<file path="src/hdl/tctg_pkg.sv">
// Package for the tilt controlled tone generator.
// Holds shared widths, register indexes, CORDIC constants and the arctangent table.
// Depends on nothing.
package tctg_pkg;

    localparam int CFG_DATA_W = 32;
    localparam int CFG_INDEX_W = 2;
    localparam int MARKER_W = 8;
    localparam int STEP_W = 32;
    localparam int AMP_W = 15;
    localparam int SAMPLE_W = 16;

    localparam int XY_W = 33;
    localparam int Z_W = 34;
    localparam int ANGLE_W = 32;
    localparam int ITER_W = 5;
    localparam int NORM_W = 17;
    localparam int MUL_A_W = 32;
    localparam int MUL_B_W = 17;
    localparam int PROD_W = MUL_A_W + MUL_B_W;

    localparam int SINE_STAGES = 24;

    localparam logic [CFG_INDEX_W-1:0] REG_FRAME_MARKER = 2'd0;
    localparam logic [CFG_INDEX_W-1:0] REG_BASE_STEP = 2'd1;
    localparam logic [CFG_INDEX_W-1:0] REG_SPAN_STEP = 2'd2;
    localparam logic [CFG_INDEX_W-1:0] REG_AMPLITUDE = 2'd3;

    localparam logic [MARKER_W-1:0] FRAME_MARKER_RESET = 8'hAA;
    localparam logic [STEP_W-1:0] BASE_STEP_RESET = 32'd21426141;
    localparam logic [STEP_W-1:0] SPAN_STEP_RESET = 32'd64278422;
    localparam logic [AMP_W-1:0] AMPLITUDE_RESET = 15'd9830;

    localparam logic signed [XY_W-1:0] SINE_START = 33'sd652032874;
    localparam logic signed [Z_W-1:0] HALF_TURN = 34'sd2147483648;
    localparam logic signed [Z_W-1:0] QUARTER_TURN = 34'sd1073741824;
    localparam logic signed [Z_W-1:0] FULL_TURN = 34'sd4294967296;

    localparam logic [NORM_W-1:0] NORM_POS_AXIS = 17'd32768;
    localparam logic [NORM_W-1:0] NORM_NEG_AXIS = 17'd65536;

    typedef struct packed {
        logic              load;
        logic              iterate;
        logic              vectoring;
        logic [ITER_W-1:0] idx;
    } cordic_ctrl_t;

    function automatic logic [ANGLE_W-1:0] turn_atan(input logic [ITER_W-1:0] i);
        logic [ANGLE_W-1:0] r;
        unique case (i)
            5'd0:    r = 32'd536870912;
            5'd1:    r = 32'd316933406;
            5'd2:    r = 32'd167458907;
            5'd3:    r = 32'd85004756;
            5'd4:    r = 32'd42667331;
            5'd5:    r = 32'd21354465;
            5'd6:    r = 32'd10680862;
            5'd7:    r = 32'd5340245;
            5'd8:    r = 32'd2670163;
            5'd9:    r = 32'd1335087;
            5'd10:   r = 32'd667544;
            5'd11:   r = 32'd333772;
            5'd12:   r = 32'd166886;
            5'd13:   r = 32'd83443;
            5'd14:   r = 32'd41722;
            5'd15:   r = 32'd20861;
            5'd16:   r = 32'd10430;
            5'd17:   r = 32'd5215;
            5'd18:   r = 32'd2608;
            5'd19:   r = 32'd1304;
            5'd20:   r = 32'd652;
            5'd21:   r = 32'd326;
            5'd22:   r = 32'd163;
            5'd23:   r = 32'd81;
            default: r = '0;
        endcase
        return r;
    endfunction

endpackage

</file>
<file path="src/hdl/tctg_frame.sv">
// Serial frame receiver: hunts for the marker byte and collects the x and y words.
// Depends on tctg_pkg.
module tctg_frame (
    input  logic                          clk,
    input  logic                          rst_n,
    input  logic                          byte_en,
    input  logic [7:0]                    rx_byte,
    input  logic [tctg_pkg::MARKER_W-1:0] marker,
    output logic                          frame_done,
    output logic [15:0]                   x_word,
    output logic [15:0]                   y_word
);

    localparam logic [2:0] POS_HUNT = 3'd0;
    localparam logic [2:0] POS_X_LO = 3'd1;
    localparam logic [2:0] POS_X_HI = 3'd2;
    localparam logic [2:0] POS_Y_LO = 3'd3;
    localparam logic [2:0] POS_Y_HI = 3'd4;
    localparam logic [2:0] POS_LAST = 3'd6;

    logic [2:0]  pos_reg, pos_next;
    logic [15:0] x_reg, x_next;
    logic [15:0] y_reg, y_next;

    always_comb
    begin
        pos_next = pos_reg;
        x_next = x_reg;
        y_next = y_reg;
        frame_done = 1'b0;
        if (byte_en)
        begin
            if (pos_reg == POS_HUNT)
            begin
                if (rx_byte == marker)
                begin
                    pos_next = POS_X_LO;
                end
            end
            else
            begin
                if (pos_reg == POS_X_LO)
                begin
                    x_next[7:0] = rx_byte;
                end
                if (pos_reg == POS_X_HI)
                begin
                    x_next[15:8] = rx_byte;
                end
                if (pos_reg == POS_Y_LO)
                begin
                    y_next[7:0] = rx_byte;
                end
                if (pos_reg == POS_Y_HI)
                begin
                    y_next[15:8] = rx_byte;
                end
                if (pos_reg >= POS_LAST)
                begin
                    pos_next = POS_HUNT;
                    frame_done = 1'b1;
                end
                else
                begin
                    pos_next = pos_reg + 3'd1;
                end
            end
        end
    end

    always_ff @(posedge clk or negedge rst_n)
    begin
        if (!rst_n)
        begin
            pos_reg <= POS_HUNT;
        end
        else
        begin
            pos_reg <= pos_next;
        end
    end

    always_ff @(posedge clk)
    begin
        x_reg <= x_next;
        y_reg <= y_next;
    end

    assign x_word = x_reg;
    assign y_word = y_reg;

endmodule

</file>
<file path="src/hdl/tctg_cordic.sv">
// Shared CORDIC stage: one shift, add and subtract unit applied once per cycle while iterate is set.
// Serves both vectoring (arctangent) and rotation (sine). Depends on tctg_pkg.
module tctg_cordic (
    input  logic                                 clk,
    input  tctg_pkg::cordic_ctrl_t               ctrl,
    input  logic signed [tctg_pkg::XY_W-1:0]     load_x,
    input  logic signed [tctg_pkg::XY_W-1:0]     load_y,
    input  logic signed [tctg_pkg::Z_W-1:0]      load_z,
    output logic signed [tctg_pkg::XY_W-1:0]     y_out,
    output logic signed [tctg_pkg::Z_W-1:0]      z_out
);

    logic signed [tctg_pkg::XY_W-1:0] x_reg, x_next;
    logic signed [tctg_pkg::XY_W-1:0] y_reg, y_next;
    logic signed [tctg_pkg::Z_W-1:0]  z_reg, z_next;
    logic signed [tctg_pkg::XY_W-1:0] x_shift;
    logic signed [tctg_pkg::XY_W-1:0] y_shift;
    logic signed [tctg_pkg::Z_W-1:0]  atan_z;
    logic                             cw;

    assign x_shift = x_reg >>> ctrl.idx;
    assign y_shift = y_reg >>> ctrl.idx;
    assign atan_z = signed'({2'b00, tctg_pkg::turn_atan(ctrl.idx)});
    assign cw = ctrl.vectoring ? (y_reg > 0) : z_reg[tctg_pkg::Z_W-1];

    always_comb
    begin
        x_next = x_reg;
        y_next = y_reg;
        z_next = z_reg;
        priority if (ctrl.load)
        begin
            x_next = load_x;
            y_next = load_y;
            z_next = load_z;
        end
        else if (ctrl.iterate)
        begin
            if (cw)
            begin
                x_next = x_reg + y_shift;
                y_next = y_reg - x_shift;
                z_next = z_reg + atan_z;
            end
            else
            begin
                x_next = x_reg - y_shift;
                y_next = y_reg + x_shift;
                z_next = z_reg - atan_z;
            end
        end
    end

    always_ff @(posedge clk)
    begin
        x_reg <= x_next;
        y_reg <= y_next;
        z_reg <= z_next;
    end

    assign y_out = y_reg;
    assign z_out = z_reg;

endmodule

</file>
<file path="src/hdl/tilt_controlled_tone_generator.sv">
// Tilt controlled tone generator: atan2 steered phase accumulator with a CORDIC sine.
// A plain byte is taken while idle; a frame-ending byte keeps the block busy through
// the CORDIC vectoring passes, normalise, multiply and step states (only multiply and
// step when y is zero). A tick runs 24 CORDIC passes, then operand, multiply and output
// steps into the output register; the multiplier is shared by both paths.
// Reset is asynchronous; control and config registers reset at once, no clearing pass.
module tilt_controlled_tone_generator #(
    parameter int PHASE_BITS = 32,
    parameter int ANGLE_ITERATIONS = 16,
    parameter int SINE_TABLE_BITS = 10
) (
    input  logic                                 clk,
    input  logic                                 rst_n,
    input  logic                                 item_valid,
    output logic                                 item_stall,
    input  logic                                 func,
    input  logic [7:0]                           serial_byte,
    output logic                                 sample_valid,
    input  logic                                 sample_stall,
    output logic signed [tctg_pkg::SAMPLE_W-1:0] sample,
    input  logic                                 cfg_we,
    input  logic [tctg_pkg::CFG_INDEX_W-1:0]     cfg_index,
    input  logic [tctg_pkg::CFG_DATA_W-1:0]      cfg_data
);

    typedef enum logic [7:0] {
        S_IDLE  = 8'b0000_0001,
        S_ANGLE = 8'b0000_0010,
        S_SINE  = 8'b0000_0100,
        S_NORM  = 8'b0000_1000,
        S_SCALE = 8'b0001_0000,
        S_MUL   = 8'b0010_0000,
        S_STEP  = 8'b0100_0000,
        S_OUT   = 8'b1000_0000
    } state_t;

    localparam logic [tctg_pkg::ITER_W-1:0] ANGLE_LAST = tctg_pkg::ITER_W'(ANGLE_ITERATIONS - 1);
    localparam logic [tctg_pkg::ITER_W-1:0] SINE_LAST =
        tctg_pkg::ITER_W'(tctg_pkg::SINE_STAGES - 1);

    state_t state_reg, state_next;

    logic [tctg_pkg::MARKER_W-1:0] marker_reg, marker_next;
    logic [tctg_pkg::STEP_W-1:0]   base_reg, base_next;
    logic [tctg_pkg::STEP_W-1:0]   span_reg, span_next;
    logic [tctg_pkg::AMP_W-1:0]    amp_reg, amp_next;

    logic [PHASE_BITS-1:0]         acc_reg, acc_next;
    logic [tctg_pkg::STEP_W-1:0]   step_reg, step_next;
    logic                          active_reg, active_next;
    logic [tctg_pkg::ITER_W-1:0]   iter_reg, iter_next;

    logic [tctg_pkg::MUL_A_W-1:0]  mul_a_reg, mul_a_next;
    logic [tctg_pkg::MUL_B_W-1:0]  mul_b_reg, mul_b_next;
    logic [tctg_pkg::PROD_W-1:0]   prod_reg, prod_next;
    logic                          kind_reg, kind_next;
    logic                          sign_reg, sign_next;

    logic                          out_valid_reg, out_valid_next;
    logic signed [tctg_pkg::SAMPLE_W-1:0] sample_reg, sample_next;

    logic                          accept;
    logic                          byte_en;
    logic                          frame_done;
    logic [15:0]                   x_word;
    logic [15:0]                   y_word;

    tctg_pkg::cordic_ctrl_t              cordic_ctrl;
    logic signed [tctg_pkg::XY_W-1:0]    load_x, load_y;
    logic signed [tctg_pkg::Z_W-1:0]     load_z;
    logic signed [tctg_pkg::XY_W-1:0]    cy;
    logic signed [tctg_pkg::Z_W-1:0]     cz;

    logic signed [tctg_pkg::XY_W-1:0]    vx, vy;
    logic [SINE_TABLE_BITS-1:0]          phase_idx;
    logic [tctg_pkg::ANGLE_W-1:0]        angle;
    logic signed [tctg_pkg::Z_W-1:0]     s_raw, s_fold;
    logic signed [tctg_pkg::Z_W-1:0]     n_raw;
    logic [tctg_pkg::NORM_W-1:0]         norm;
    logic signed [tctg_pkg::XY_W-1:0]    y_mag;
    logic [18:0]                         q_mag;
    logic [tctg_pkg::SAMPLE_W-1:0]       q_clamp;
    logic                                slot_free;

    localparam int QHI = 30 + 18;

    assign accept = item_valid && !item_stall;
    assign item_stall = (state_reg != S_IDLE);
    assign byte_en = accept && !func;
    assign slot_free = !out_valid_reg || !sample_stall;

    tctg_frame u_frame (
        .clk        (clk),
        .rst_n      (rst_n),
        .byte_en    (byte_en),
        .rx_byte    (serial_byte),
        .marker     (marker_reg),
        .frame_done (frame_done),
        .x_word     (x_word),
        .y_word     (y_word)
    );

    tctg_cordic u_cordic (
        .clk    (clk),
        .ctrl   (cordic_ctrl),
        .load_x (load_x),
        .load_y (load_y),
        .load_z (load_z),
        .y_out  (cy),
        .z_out  (cz)
    );

    assign vx = {{(tctg_pkg::XY_W-16){x_word[15]}}, x_word};
    assign vy = {{(tctg_pkg::XY_W-16){y_word[15]}}, y_word};

    assign phase_idx = acc_reg[PHASE_BITS-1 -: SINE_TABLE_BITS];
    assign angle = {phase_idx, {(tctg_pkg::ANGLE_W-SINE_TABLE_BITS){1'b0}}};
    assign s_raw = {{(tctg_pkg::Z_W-tctg_pkg::ANGLE_W){angle[tctg_pkg::ANGLE_W-1]}}, angle};

    always_comb
    begin
        priority if (s_raw > tctg_pkg::QUARTER_TURN)
        begin
            s_fold = tctg_pkg::HALF_TURN - s_raw;
        end
        else if (s_raw < -tctg_pkg::QUARTER_TURN)
        begin
            s_fold = -tctg_pkg::HALF_TURN - s_raw;
        end
        else
        begin
            s_fold = s_raw;
        end
    end

    assign n_raw = cz + tctg_pkg::HALF_TURN;

    always_comb
    begin
        priority if (n_raw < 0)
        begin
            norm = '0;
        end
        else if (n_raw > tctg_pkg::FULL_TURN)
        begin
            norm = tctg_pkg::NORM_NEG_AXIS;
        end
        else
        begin
            norm = n_raw[32:16];
        end
    end

    assign y_mag = cy[tctg_pkg::XY_W-1] ? -cy : cy;
    assign q_mag = prod_reg[QHI:30];
    assign q_clamp = (q_mag > 19'd32767) ? 16'd32767 : q_mag[15:0];

    always_comb
    begin
        state_next = state_reg;
        marker_next = marker_reg;
        base_next = base_reg;
        span_next = span_reg;
        amp_next = amp_reg;
        acc_next = acc_reg;
        step_next = step_reg;
        active_next = active_reg;
        iter_next = iter_reg;
        mul_a_next = mul_a_reg;
        mul_b_next = mul_b_reg;
        prod_next = prod_reg;
        kind_next = kind_reg;
        sign_next = sign_reg;
        out_valid_next = out_valid_reg && sample_stall;
        sample_next = sample_reg;
        cordic_ctrl = '0;
        cordic_ctrl.idx = iter_reg;
        load_x = vx;
        load_y = vy;
        load_z = '0;

        if (cfg_we)
        begin
            unique case (cfg_index)
                tctg_pkg::REG_FRAME_MARKER: marker_next = cfg_data[tctg_pkg::MARKER_W-1:0];
                tctg_pkg::REG_BASE_STEP:    base_next = cfg_data[tctg_pkg::STEP_W-1:0];
                tctg_pkg::REG_SPAN_STEP:    span_next = cfg_data[tctg_pkg::STEP_W-1:0];
                tctg_pkg::REG_AMPLITUDE:    amp_next = cfg_data[tctg_pkg::AMP_W-1:0];
            endcase
        end

        unique case (state_reg)
            S_IDLE:
            begin
                iter_next = '0;
                if (accept)
                begin
                    if (!func)
                    begin
                        if (frame_done)
                        begin
                            kind_next = 1'b0;
                            if (y_word == 16'd0)
                            begin
                                mul_a_next = span_reg;
                                mul_b_next = x_word[15] ? tctg_pkg::NORM_NEG_AXIS
                                                        : tctg_pkg::NORM_POS_AXIS;
                                state_next = S_MUL;
                            end
                            else
                            begin
                                cordic_ctrl.load = 1'b1;
                                if (x_word[15])
                                begin
                                    load_x = -vx;
                                    load_y = -vy;
                                    load_z = y_word[15] ? -tctg_pkg::HALF_TURN
                                                        : tctg_pkg::HALF_TURN;
                                end
                                state_next = S_ANGLE;
                            end
                        end
                    end
                    else if (active_reg)
                    begin
                        cordic_ctrl.load = 1'b1;
                        load_x = tctg_pkg::SINE_START;
                        load_y = '0;
                        load_z = s_fold;
                        acc_next = acc_reg + PHASE_BITS'(step_reg);
                        kind_next = 1'b1;
                        state_next = S_SINE;
                    end
                end
            end
            S_ANGLE:
            begin
                cordic_ctrl.iterate = 1'b1;
                cordic_ctrl.vectoring = 1'b1;
                iter_next = iter_reg + 1'b1;
                if (iter_reg == ANGLE_LAST)
                begin
                    state_next = S_NORM;
                end
            end
            S_SINE:
            begin
                cordic_ctrl.iterate = 1'b1;
                iter_next = iter_reg + 1'b1;
                if (iter_reg == SINE_LAST)
                begin
                    state_next = S_SCALE;
                end
            end
            S_NORM:
            begin
                mul_a_next = span_reg;
                mul_b_next = norm;
                state_next = S_MUL;
            end
            S_SCALE:
            begin
                mul_a_next = y_mag[tctg_pkg::MUL_A_W-1:0];
                mul_b_next = {{(tctg_pkg::MUL_B_W-tctg_pkg::AMP_W){1'b0}}, amp_reg};
                sign_next = cy[tctg_pkg::XY_W-1];
                state_next = S_MUL;
            end
            S_MUL:
            begin
                prod_next = mul_a_reg * mul_b_reg;
                state_next = kind_reg ? S_OUT : S_STEP;
            end
            S_STEP:
            begin
                step_next = base_reg + prod_reg[47:16];
                active_next = 1'b1;
                state_next = S_IDLE;
            end
            S_OUT:
            begin
                if (slot_free)
                begin
                    sample_next = sign_reg ? -signed'(q_clamp) : signed'(q_clamp);
                    out_valid_next = 1'b1;
                    state_next = S_IDLE;
                end
            end
            default:
            begin
                state_next = S_IDLE;
            end
        endcase
    end

    always_ff @(posedge clk or negedge rst_n)
    begin
        if (!rst_n)
        begin
            state_reg <= S_IDLE;
            marker_reg <= tctg_pkg::FRAME_MARKER_RESET;
            base_reg <= tctg_pkg::BASE_STEP_RESET;
            span_reg <= tctg_pkg::SPAN_STEP_RESET;
            amp_reg <= tctg_pkg::AMPLITUDE_RESET;
            acc_reg <= '0;
            step_reg <= '0;
            active_reg <= 1'b0;
            iter_reg <= '0;
            out_valid_reg <= 1'b0;
        end
        else
        begin
            state_reg <= state_next;
            marker_reg <= marker_next;
            base_reg <= base_next;
            span_reg <= span_next;
            amp_reg <= amp_next;
            acc_reg <= acc_next;
            step_reg <= step_next;
            active_reg <= active_next;
            iter_reg <= iter_next;
            out_valid_reg <= out_valid_next;
        end
    end

    always_ff @(posedge clk)
    begin
        mul_a_reg <= mul_a_next;
        mul_b_reg <= mul_b_next;
        prod_reg <= prod_next;
        kind_reg <= kind_next;
        sign_reg <= sign_next;
        sample_reg <= sample_next;
    end

    assign sample_valid = out_valid_reg;
    assign sample = sample_reg;

endmodule
</file>
<file path="config.mk">
export PLATFORM = sky130hd
export DESIGN_NAME = tilt_controlled_tone_generator
export DESIGN_NICKNAME = d
export VERILOG_FILES = /design/src/hdl/tctg_pkg.sv /design/src/hdl/tctg_frame.sv /design/src/hdl/tctg_cordic.sv /design/src/hdl/tilt_controlled_tone_generator.sv
export SDC_FILE = /design/constraint.sdc
export NUM_CORES = 2
export LEC_CHECK = 0
export BUFFER_PORTS_ARGS = -buffer_cell sky130_fd_sc_hd__buf_2
export CORE_MARGIN = 5
export CORE_UTILIZATION = 25
export DETAILED_ROUTE_END_ITERATION = 8
export PLACE_DENSITY = 0.42
export SLEW_MARGIN = 20
export SYNTH_ARGS = -nofsm -noshare
export SYNTH_HDL_FRONTEND = slang
export SYNTH_SLANG_ARGS = --single-unit
</file>
<file path="constraint.sdc">
create_clock -name clk -period 10.82 [get_ports clk]
set_input_delay 0 -clock clk [delete_from_list [all_inputs] [get_ports clk]]
set_output_delay 0 -clock clk [all_outputs]
set_load 0.01 [all_outputs]
</file>
* Yosys cells after proc, flatten, opt, wreduce, memory -nomap -nowiden
Memory sizes are Yosys's and may differ from the RTL's.
Index checks and enable logic that the tools add are counted.
** Cells by class
- $lt $le $gt $ge :: 7
- Add/sub/neg operators :: 17
- Reductions and logical operators :: 31
- Eq/ne operators :: 30
- Muxes and demuxes :: 80
- Shift-type cells :: 2
- Multiply operators :: 1
- Bitwise logic cells :: 1
** Operators with widths (count)
- 2-to-1 mux 33 bit :: 20
- 2-to-1 mux 34 bit :: 13
- 2-to-1 mux 32 bit :: 5
- 2-to-1 mux 17 bit :: 7
- case mux 32 bit (3 select lines) :: 1
- adder 33 bit :: 2
- negator 16 -> 33 bit :: 2
- >>> shifter 33 x 5 -> 33 bit :: 2
- subtractor 33 bit :: 2
- adder 32 bit :: 2
- 2-to-1 mux 8 bit :: 8
- case mux 17 bit (3 select lines) :: 1
- multiplier 32 x 17 -> 49 bit :: 1
- case mux 8 bit (6 select lines) :: 1
- adder 34 x 33 -> 34 bit :: 1
- adder 34 x 33 -> 34 bit, second input constant :: 1
- greater-than comparator 34 bit, second input constant :: 1
- less-than comparator 34 x 1 -> 1 bit, second input constant :: 1
- subtractor 33 x 32 -> 34 bit, first input constant :: 1
- subtractor 34 x 33 -> 34 bit :: 1
- greater-than comparator 33 x 1 -> 1 bit, second input constant :: 1
- subtractor 32 x 32 -> 33 bit, first input constant :: 1
- greater-than comparator 32 bit, second input constant :: 1
- less-than comparator 32 x 31 -> 1 bit, second input constant :: 1
- other kinds (46) :: 92
** Storage, ports and cells
- Logic and storage cells :: 194
- Output and inout bits :: 18
- Bits of input ports :: 48
- Memories :: 1
- ROM bits :: 960
- Register bits :: 417
** Memories
- (name not given) :: depth 32, bits a word 30, rd ports 1, clocked after memory_dff 0, write ports 0, line tctg_pkg.sv:51 : unique case (i)

* Logic depth before layout (Yosys ltp)
- Word-level depth :: 10
- Gate-level depth with buffers :: 30
- Gate-level depth less buffers :: 24

* Cells and area by module
Synthesis repeated with hierarchy kept, for this count alone.
** Unflattened totals
- Cells, all modules :: 5368
- Area, all modules :: 49393.6 sq um
** By module, submodules not included
- tilt_controlled_tone_generator :: area an instance 31597.8 sq um, cells each 3375, seq. area each 7213.2 sq um, times used 1
- tctg_cordic :: area an instance 16460.8 sq um, cells each 1916, seq. area each 3002.9 sq um, times used 1
- tctg_frame :: area an instance 1335.0 sq um, cells each 77, seq. area each 1036.0 sq um, times used 1

* Worst setup path before layout
Ideal clock, no wire load.
- Kind :: flip-flop to flip-flop
- From :: reg mul_a_reg[29] in the netlist's numbering
- To :: reg prod_reg[43] in the netlist's numbering (data pin)
- Required time :: 10.562 ns
- Library setup time :: 0.258 ns
- Path buffers :: 2
- Arrival :: 6.303 ns
- Period minus slack after synthesis :: 6.561 ns
- Cell stages (with the launch flop) :: 26
- Slack :: 4.259 ns
- Cells stage by stage :: edfxtp_1 > clkbuf_1 > clkbuf_1 > nand2_1 > fa_1 > inv_1 > fa_1 > inv_1 > fa_1 > inv_1 > fa_1 > fa_1 > inv_1 > fa_1 > inv_1 > ha_1 > a21o_1 > a21o_1 > a21o_1 > a21o_1 > a21oi_1 > o21ai_0 > a211oi_1 > o21bai_1 > a21o_1 > xor2_1
** Between the ends
- Longest elaborated chain between the ends :: 1
** RTL lines
- start, declared :: line tilt_controlled_tone_generator.sv:53 : logic [tctg_pkg::MUL_A_W-1:0] mul_a_reg, mul_a_next;
- start signal, assigned :: line tilt_controlled_tone_generator.sv:327 : mul_a_reg <= mul_a_next;
- multiplier 32 x 17 -> 49 bit :: line tilt_controlled_tone_generator.sv:270 : prod_next = mul_a_reg * mul_b_reg;
- end signal, assigned :: line tilt_controlled_tone_generator.sv:329 : prod_reg <= prod_next;
- end, declared :: line tilt_controlled_tone_generator.sv:55 : logic [tctg_pkg::PROD_W-1:0] prod_reg, prod_next;
No other way between the ends.
A chain may end at the register's enable or synchronous reset.

* Final worst setup path
- From :: reg mul_a_reg[18] in the netlist's numbering
- To :: reg prod_reg[43] in the netlist's numbering (data pin)
The elaborated chain is that of the path after synthesis.

==> results.py <==
metrics = {
    "global_routing": {
        "gr-total-overflow": 0,
        "grtUsageTotal_pct": 16.2,
        "grt_pass1_wl_mm": 248,
        "grt_max_degree": 81,
        "grt_pass1_vias": 38200,
        "antenna_found_initial": 15,
    },
    "logic_synthesis": {
        "syn_nets": 5984,
        "syn_area_sq_um": 47700,
        "yosysUniqueCellTypes": 98,
        "synth-edff-count": 232,
        "ys_seq_elements": 401,
        "synth_warnings": 0,
        "async_reset_ff_share_pct": 42.1,
        "synthCells": 5181,
        "ys.flop_type": "edfxtp_1",
        "syn-mean-instance-area_sq_um": 9.21,
        "seq_area_frac_synth_pct": 23.6,
    },
    "placed_design": {
        "routabilityCongestion": 0.878,
        "io_buffers": 65,
        "hpwl_mm": 124,
    },
    "critical_path": {
        "cp_slowest_cell": "edfxtp_1",
        "path_class": "reg2reg",
        "critPathCaptureType": "flip-flop",
        "path_cells": "nand2_1 -> fa_1 -> fa_1 -> fa_1 -> inv_1 -> fa_1 -> fa_1 -> inv_1 -> fa_1 -> inv_1 -> ha_1 -> and3_1 -> a221oi_1 -> nor2_1 -> a211oi_1 -> nand4_1 -> a21bo_2 -> a211oi_1 -> o21bai_1 -> a21o_1 -> xor2_1",
        "cp.required_ns": 11.22,
        "crit_fanout": 17,
        "crit_arrival_ns": 7.81,
        "worst-path-buf-inv": 3,
        "cpPeakStageDelay_ns": 0.89,
        "crit_family": "adder cells",
        "crit_top_cell": "fa_1",
        "setup.worst_path.start_class": "flip-flop",
    },
    "sta": {
        "fmax_mhz": 135,
        "setup-tns-final_ns": 0,
        "setup_viol": 0,
        "final.min_clock_period_ns": 7.42,
        "tightest_slew_ns": 1.06,
        "drv_slew": 0,
        "rsz0062_at_grt": "no",
        "fin_crit_sh_pct": 68.6,
        "skew_ns": 0.0817,
        "slew_headroom_pct": 27.3,
        "finalHoldViolCount": 0,
    },
    "clocking": {
        "cts_tree": "done",
        "ctsResizeCount": 0,
        "cts_buffer_depth": 3,
        "path_clk_slew_ns": 0.06,
        "htree_levels": 2,
        "cts_made_buffers": 52,
        "cts_root_buffer": "clkbuf_16",
        "postCtsSetupBuffers": 0,
        "clk-insertion-delay-late_ns": 0.69,
        "cts_sinks": 401,
    },
    "run_status": {
        "status": "finished clean",
    },
    "detailed_routing": {
        "drtIter0Drc": 2725,
        "vias_per_cell": 4.92,
        "routedWlPerCell_microns": 21.2,
        "totalWireLength_mm": 164,
        "dr.pass1.iters": 5,
        "remaining_drc_errors": 0,
        "ant_nets": 0,
        "vias": 38100,
    },
    "die": {
        "io_pins": 66,
        "die_x_microns": 447,
        "die_h_microns": 447,
        "coreArea_sq_um": 190000,
        "initial_core_util_pct": 25.1,
        "die_area_sq_um": 200000,
        "rows": 160,
    },
    "flow_run": {
        "maxCapViolCount": 0,
    },
    "final_layout": {
        "drive_gt1_share_pct": 9.91,
        "nNetsFinal": 5976,
        "largest_reg_flops": 34,
        "area_delta_synth_final_pct": 11.3,
    },
    "worst_hold_path": {
        "hp-class": "in2reg",
    },
}
[cells by family (layout without fill, tap and decap cells)]
family | Yosys count | after routing | share of synthesized area (%)
muxes | 255 | 255 | 7.78
AOI/OAI and AO/OA | 1031 | 1031 | 13.6
adders and majority gates | 756 | 756 | 26.9
xor gates and xnor gates | 286 | 286 | 5.25
DFF | 401 | 401 | 23.6
and+or+nand+nor | 1586 | 1586 | 15.8
other | 0 | 2 | 0
buffers and inverters | 866 | 902 | 7.10
[placed cells by master, fill, tap and decap left out, types with 40 or more instances in the layout]
cell / instances
o21ai_0: 281
a21o_1: 84
inv_1: 616
dlygate4sd3_1: 52
mux4_2: 76
ha_1: 303
dfstp_2: 45
clkbuf_16: 55
xnor2_1: 143
a21oi_1: 270
nand3_1: 70
xor2_1: 143
and2_1: 218
dfrtp_1: 119
mux2_2: 119
o21a_1: 46
nand2_1: 666
a31oi_1: 40
fa_1: 452
edfxtp_1: 232
mux2i_1: 46
nor3_1: 80
nor2_1: 277
buf_4: 64
buf_2: 64
o31ai_1: 42
[metal layers]
layer  vias to the layer above  wire (microns)  global-route usage, %
met5                         -               0                      0
met4                         0            3700                   3.66
met3                       155            6650                   1.36
met2                       892           76600                   26.8
met1                     19400           76900                   23.1
li1                      17600               -                      -
[worst min-delay path, delay by kind of cell]
| family | cells | cell delay (ns) |
|---|---|---|
| buffers and inverters | 2 | 0.32 |
| multiplexers | 1 | 0.23 |
| AND/OR/NAND/NOR | 1 | 0.17 |
[what timing repair did]
item	in CTS	in global routing
hold buffers	53	0
endpoints found under the setup margin	0	0
endpoints found under the hold margin	220	0
[final timing paths]
check | start | end | slack (ns) | cells after the start
max | mul_a_reg[18] | prod_reg[43] | 3.40 | 21
min | cfg_we | marker_reg[4] | 0.11 | 4
max reg2reg | mul_a_reg[18] | prod_reg[43] | 3.40 | 21
min reg2reg | kind_reg | state_reg[6] | 0.43 | 1
max in group asynchronous | rst_n | amp_reg[3] | 8.78 | 5
min in group asynchronous | rst_n | base_reg[24] | 0.60 | 3
[per-stage QoR]
step | setup slack, ns | util, % | cells | instance area (sq um) | hold WS [ns]
after detailed placement | 3.37 | 26.7 | 7577 | 50700 | 0.0991
after global placement | 3.36 | 26.7 | 7577 | 50700 | 0.100
after floorplan | 4.26 | - | 5181 | 47700 | -0.296
after CTS | 3.34 | 28.0 | 7728 | 53100 | 0.0472
final | 3.40 | 28.0 | 7730 | 53100 | 0.109
after global routing | 2.82 | 28.0 | 7728 | 53100 | 0.0706
[final cells by class]
type	count	area, sq um
multi-input combinational	3914	33100
inverter	622	2330
clock inverter	30	402
tap	2511	3140
sequential	401	11300
antenna	2	5.00
timing repair buffer	182	1360
clock buffer	68	1500
fill	20100	137000
[synth_stat cells, types with 119 or more instances]
| cell type | n | area share [%] |
|---|---|---|
| o21ai_0 | 282 | 3.0 |
| edfxtp_1 | 232 | 15 |
| nand2_1 | 669 | 5.3 |
| clkbuf_1 | 184 | 1.4 |
| mux2_2 | 119 | 2.8 |
| inv_1 | 617 | 4.9 |
| and2_1 | 218 | 2.9 |
| a21oi_1 | 273 | 2.9 |
| fa_1 | 452 | 19 |
| xor2_1 | 143 | 2.6 |
| ha_1 | 303 | 7.9 |
| xnor2_1 | 143 | 2.6 |
| dfrtp_1 | 124 | 6.5 |
| nor2_1 | 278 | 2.2 |
Power is left out: the tool's default activity adds up to more than one toggle a clock period on the data nets, which glitch-free logic cannot reach.
